<file path="config.mk">
export PLATFORM = sky130hd
export DESIGN_NAME = gsm_cell
export DESIGN_NICKNAME = d
export VERILOG_FILES = /design/src/design/gsm_pkg.sv /design/src/design/gsm_cell.sv
export SDC_FILE = /design/constraint.sdc
export NUM_CORES = 1
export LEC_CHECK = 0
export ABC_AREA = 0
export ABC_CLOCK_PERIOD_IN_PS = 6300
export BUFFER_PORTS_ARGS = -buffer_cell sky130_fd_sc_hd__clkbuf_2
export CORE_MARGIN = 2
export CORE_UTILIZATION = 45
export CTS_CLUSTER_SIZE = 16
export DETAILED_ROUTE_END_ITERATION = 10
export PLACE_DENSITY = 0.79
export SLEW_MARGIN = 20
export SYNTH_ARGS = -nofsm -noshare
export SYNTH_HDL_FRONTEND = slang
export SYNTH_SLANG_ARGS = --single-unit
</file>
<file path="constraint.sdc">
create_clock -name clk -period 6.3 [get_ports clk]
set_clock_uncertainty 0.2 [all_clocks]
set_input_delay 1.26 -clock clk [delete_from_list [all_inputs] [get_ports clk]]
set_output_delay 1.26 -clock clk [all_outputs]
set_load 0.02 [all_outputs]
</file>
<file path="src/design/gsm_pkg.sv">
// Shared constants, register codes and compare helpers of the grayscale morphology core.
package gsm_pkg;

  localparam int PIX_W      = 8;
  localparam int CFG_IDX_W  = 2;
  localparam int CFG_DATA_W = 13;
  localparam int MODE_W     = 1;
  localparam int RADIUS_W   = 3;
  localparam int FWIDTH_W   = 11;
  localparam int FHEIGHT_W  = 13;

  typedef enum logic [CFG_IDX_W-1:0] {
    CFG_MODE   = 2'd0,
    CFG_RADIUS = 2'd1,
    CFG_WIDTH  = 2'd2,
    CFG_HEIGHT = 2'd3
  } cfg_idx_t;

  localparam logic [MODE_W-1:0]    MODE_RST    = 1'b0;
  localparam logic [RADIUS_W-1:0]  RADIUS_RST  = 3'd1;
  localparam logic [FWIDTH_W-1:0]  FWIDTH_RST  = 11'd640;
  localparam logic [FHEIGHT_W-1:0] FHEIGHT_RST = 13'd480;

  // Neutral element of the reduction: zero for maximum, all ones for minimum.
  function automatic logic [PIX_W-1:0] ident(input logic mn);
    ident = mn ? {PIX_W{1'b1}} : {PIX_W{1'b0}};
  endfunction

  function automatic logic [PIX_W-1:0] pick(input logic [PIX_W-1:0] a,
                                            input logic [PIX_W-1:0] b,
                                            input logic mn);
    if (mn) pick = (a < b) ? a : b;
    else    pick = (a > b) ? a : b;
  endfunction

endpackage

</file>
<file path="src/design/gsm_cell.sv">
// One tap of the row window: holds a pixel with its column and line tag and
// offers it to the row reduction when it lies inside the clipped window.
module gsm_cell #(
  parameter int POS = 0,
  parameter int CW  = 10,
  parameter int SW  = 4,
  parameter int RW  = 3,
  parameter int PW  = 4
) (
  input  logic                      clk,
  input  logic                      rst_n,
  input  logic                      shift,
  input  logic                      prev_valid,
  input  logic [CW-1:0]             prev_col,
  input  logic [SW-1:0]             prev_slot,
  input  logic [gsm_pkg::PIX_W-1:0] prev_pix,
  input  logic [PW-1:0]             center_m,
  input  logic [CW-1:0]             center_col,
  input  logic [CW-1:0]             col_last,
  input  logic [RW-1:0]             r_eff,
  input  logic                      mode,
  output logic                      cur_valid,
  output logic [CW-1:0]             cur_col,
  output logic [SW-1:0]             cur_slot,
  output logic [gsm_pkg::PIX_W-1:0] cur_pix,
  output logic [gsm_pkg::PIX_W-1:0] contrib
);
  import gsm_pkg::*;

  logic             valid_r;
  logic [CW-1:0]    col_r;
  logic [SW-1:0]    slot_r;
  logic [PIX_W-1:0] pix_r;
  logic             incl;

  always_ff @(posedge clk) begin
    if (!rst_n) begin
      valid_r <= 1'b0;
    end else if (shift) begin
      valid_r <= prev_valid;
    end
    if (shift) begin
      col_r  <= prev_col;
      slot_r <= prev_slot;
      pix_r  <= prev_pix;
    end
  end

  // Newer taps belong to the center's row while they stay left of the row end;
  // older taps while within the radius and the column does not run below zero.
  always_comb begin
    incl = 1'b0;
    if (POS < int'(center_m)) begin
      incl = (int'(center_col) + int'(center_m) - POS) <= int'(col_last);
    end else if (POS == int'(center_m)) begin
      incl = 1'b1;
    end else begin
      incl = ((POS - int'(center_m)) <= int'(r_eff)) &&
             (int'(center_col) >= (POS - int'(center_m)));
    end
    contrib = (valid_r && incl) ? pix_r : ident(mode);
  end

  assign cur_valid = valid_r;
  assign cur_col   = col_r;
  assign cur_slot  = slot_r;
  assign cur_pix   = pix_r;

endmodule

</file>
# Word-level counts from Yosys, hierarchy flattened
# Cells that the tools add are included.
[totals]
in_bits = 54
elab_cells = 17
regBits = 23
out_inout_bits = 31
[classes]
order_cmp = 4
n_reduce_logical = 3
n_addsub = 2
n_mux = 4
[op_table]
columns = ["cell", "count"]
rows = [
  ["$mux W8", 2],
  ["$add A10 B4 Y11", 1],
  ["$ge A11 B5 Y1", 1],
  ["$le A11 B10 Y1", 1],
  ["$le A5 B4 Y1", 1],
  ["$sub A1 B4 Y5 const A", 1],
  ["$logic_not A4 Y1", 1],
  ["$lt A1 B4 Y1 const A", 1],
  ["$logic_and A1 B1 Y1", 2],
  ["$mux W1", 2],
]

# Logic depth before layout (Yosys ltp)
[depth]
word_depth = 7
mapped_depth = 13
depth_no_buf = 13

# Worst setup path after synthesis
# OpenSTA, ideal clock, no wires.
[synth_path]
path_kind = "input to output"
from = "in center_m[0]"
to = "out contrib[0] (netlist name)"
path_stages = 13
t_required_ns = 4.840
arrival_ns = 4.094
path_slack_ns = 0.746
n_path_buf = 0
cell_sequence = "ha_1 inv_1 fa_1 nand2b_1 a21oi_1 nand2_1 xnor2_1 ha_1 nand4_1 o31a_1 a2111oi_1 a211oi_4 mux2_2"
[synth_via]
elab_chain_len = 7
word_cells_on_any_way = 12
classes_between = "2 x add/sub; 4 x order compare; 3 x mux; 3 x reduce/logical"
[synth_rtl]
columns = ["element", "line", "text"]
rows = [
  ["start: declaration", "gsm_cell.sv:17", "input logic [PW-1:0] center_m,"],
  ["$sub A1 B4 Y5", "gsm_cell.sv:58, gsm_cell.sv:59", ""],
  ["$ge A11 B5 Y1 / $le A5 B4 Y1 (equally long branches)", "gsm_cell.sv:59, gsm_cell.sv:58", ""],
  ["$logic_and A1 B1 Y1", "gsm_cell.sv:58", "incl = ((POS - int'(center_m)) <= int'(r_eff)) &&"],
  ["$mux W1", "gsm_cell.sv:55", "end else if (POS == int'(center_m)) begin"],
  ["$mux W1 *", "gsm_cell.sv:53", "if (POS < int'(center_m)) begin"],
  ["$logic_and A1 B1 Y1 *", "gsm_cell.sv:61", "contrib = (valid_r && incl) ? pix_r : ident(mode);"],
  ["$mux W8 *", "gsm_cell.sv:61", ""],
  ["end: declaration", "gsm_cell.sv:26", "output logic [gsm_pkg::PIX_W-1:0] contrib"],
]
# Every way passes the cells marked *; elsewhere a longest branch is shown, timed or not.

# Worst setup path in the final report
[layout_path]
from = "in center_m[0]"
to = "out contrib[3] (netlist name)"
# Same word-level chain as after synthesis.

==> results by group <==
Timing
  • Unrepaired setup endpoints after global routing: no
  • Count of final setup violators: 0
  • Worst hold margin: about 400 ps
  • Final setup TNS: 0 ps
  • Worst-Margin Slew: about 550 ps
  • Slew Limit Fails: 0
  • Relative slew slack: between 60% and 70%
  • Minimum clock period: about 6000 ps
  • Hold Fails Final Rpt: 0
  • Fmax: approximately 170 MHz
  • Final worst-path cycle share: between 90% and 100%

Yosys
  • Library cells used by synthesis: 33
  • Top-count cell post-synth: ha_1
  • Register area share after synthesis: between 40 and 50%
  • Number of synthesized flops with an enable pin: 22
  • Ys Warns: 0
  • Main synth FF type: edfxtp_1
  • Commonest cells in the synthesized netlist: ha_1 (26), edfxtp_1 (22), inv_1 (20)
  • Syn Area/Cell: 11.6 um^2
  • Yosys top cell by area: edfxtp_1
  • Asr flop ratio synth: 0%
  • Flops & latches, synth: 23
  • Top cells by area, synth: edfxtp_1 (40%), ha_1 (20%), mux2_2 (5.4%)
  • Syn_nets: 224
  • Cells after Synth: about 140
  • Synth Cell Area: 0.00165 mm^2
  • Synth top area share: around two fifths

Clock network
  • CTS H-tree depth: 1
  • Max clock buf depth: 2
  • Clk root buf: clkbuf_8
  • Clk_lat worst skew: between 200 and 300 ps
  • Clock-pin slew on the worst setup and hold paths: approximately 70 ps
  • Num CTS Buffers: 3
  • Post-CTS Setup Bufs: 0
  • Clock Sink Count: 23
  • TritonCTS clock tree: done

GRT
  • Overflow after GRT: 0
  • Vias in the first global route: approximately 1400
  • Total GRT Usage: 18.2%
  • Global-route wire length before repair: about 5800 um
  • Initial antenna violation count: 0
  • Largest net degree at the start of global routing: 24

Placed design
  • IO buf count: 81
  • Hpwl dp: about 3000 um
  • Routability congestion estimate: 0.783

Detailed routing
  • Wirelength per Cell: 12.4 um
  • Vias/cell: between 4 and 5
  • DRT Wirelength: approximately 3400 um
  • Via count: around 1400
  • DRC viols: 0
  • Routed Antenna Nets: 0
  • DR pass1 iterations: 3
  • DR iter-0 viols: 33

Power and ir drop
  • Pint: ~0.28 mW
  • VDD IR-drop max: 0.168 mV
  • Net Sw Frac: between 20% and 30%
  • Clk pwr share: 21.5%
  • Sequential Power Share: between 40% and 50%
  • Pleak: 1.08 nW
  • Pwr Density: 183 mW/mm^2
  • Net switching power: 0.119 mW
  • Logic gate share of total power: about a third

Floorplanning
  • Die X: between 60 and 70 um
  • IO Pins: 85
  • Die Y: 64.6 um
  • Total core area: between 0.003 and 0.004 mm^2
  • FP Rows: 22
  • Initial Util: a little under half
  • Die area: 0.00418 mm^2

Min path
  • Hold Path Class: flip-flop to flip-flop
  • Hold Path Stages: 2
  • Hold path start: cur_valid
  • Hold EP: cur_valid

Cells and area
  • Fin nets: 311
  • Layout area overhead: 31.5%
  • Fin util: between 60% and 70%
  • N_diodes: 0
  • Share of cells above drive strength 1: between 40% and 50%

Critical path
  • Launching point of the worst reg2reg path: cur_valid
  • Crit Path Category: primary input to output port
  • CP Launch Type: primary input
  • Worst reg2reg path depth: 2
  • FF-to-FF End: cur_valid
  • Worst R2R Setup Slack: ~5400 ps
  • Critical path data arrival time: 4520 ps
  • CP Data Required Time: approximately 4800 ps
  • CP Capture Type: output port
  • Crit path max fanout: 8

Status
  • Outcome: completed

Job
  • Max_cap viols: 0
-- power groups by stage --
stage | logic [mW] | clock network (mW) | registers [mW]
6_report | 0.127 | 0.0853 | 0.185
5_1_grt | 0.142 | 0.0945 | 0.187
4_1_cts | 0.128 | 0.0883 | 0.186
3_5_place_dp | 0.128 | 0 | 0.189
3_3_place_gp | 0.125 | 0 | 0.188
2_1_floorplan | 0.0625 | 0 | 0.204
-- cells in the final DEF, fill, tap and decap left out, types with 5 or more instances in the layout --
| master | count |
|---|---|
| xnor2_1 | 8 |
| ha_1 | 26 |
| nand2_1 | 6 |
| inv_1 | 20 |
| o21ai_0 | 5 |
| a21oi_1 | 7 |
| mux2_2 | 8 |
| clkbuf_2 | 81 |
| edfxtp_1 | 22 |
-- timing repair --
| action | 4_1_cts | 5_1_grt |
|---|---|---|
| gates resized for setup | 0 | 1 |
| hold buffers | 0 | 0 |
| endpoints found under the setup margin | 0 | 8 |
-- worst max path at each step --
stage               slack, ps         end         from  cells past startpoint
global placement          220  contrib[3]  center_m[0]                     15
CTS                       220  contrib[3]  center_m[0]                     15
floorplan                 750  contrib[0]  center_m[0]                     13
detailed placement        210  contrib[3]  center_m[0]                     15
global route               60  contrib[7]  center_m[0]                     16
finish                    320  contrib[3]  center_m[0]                     16
-- cell families (layout without fill, tap and decap cells) --
| family | after synthesis | after routing | share of synthesized area, % |
|---|---|---|---|
| xor gates and xnor gates | 8 | 8 | 4.24 |
| buffers and inverters | 20 | 106 | 4.54 |
| AOI/OAI and AO/OA | 29 | 29 | 14.4 |
| muxes | 9 | 9 | 6.05 |
| adders and majority gates | 27 | 27 | 20.9 |
| and+or+nand+nor | 27 | 27 | 8.77 |
| DFF | 23 | 23 | 41.1 |
-- sequential cells by signal (all words and copies together) (netlist names) --
name and count:
cur_col 10, cur_pix 8, cur_slot 4, cur_valid 1
-- per-stage QoR --
stage,setup WS (ps),instances,power [mW],area [um^2]
after floorplan,746,143,0.266,1650
after global placement,217,273,0.313,2130
after detailed placement,212,273,0.317,2130
after CTS,222,277,0.402,2170
after global routing,60.4,277,0.424,2180
final,315,277,0.398,2180
-- critical path, cell delays in order --
cell and delay, ps:
clkbuf_2 160, ha_1 180, inv_1 50, fa_1 390, nand2b_1 250, a21oi_2 200
nand2_1 80, xnor2_1 170, ha_1 270, nand4_1 130, o31a_1 150, a2111oi_1 50
buf_4 160, a211oi_4 460, mux2_2 390, clkbuf_2 160
-- per-layer routing --
metal | GRT usage (%) | part of all wire [%] | routed length (um)
met4 | 7.98 | 1.8 | 63
met1 | 19.9 | 41 | 1420
met5 | 0 | 0 | 0
met2 | 34.2 | 48 | 1660
met3 | 3.30 | 8.7 | 299
-- layout make-up --
class,instances,area (um^2)
Clock buffer,4,45.0
Fill cell,321,1430
Inverter,20,75.1
Multi-Input combinational cell,100,902
Sequential cell,23,681
Tap cell,48,60.1
Timing Repair Buffer,82,413
No activity file was read; power rests on OpenSTA's default activity.
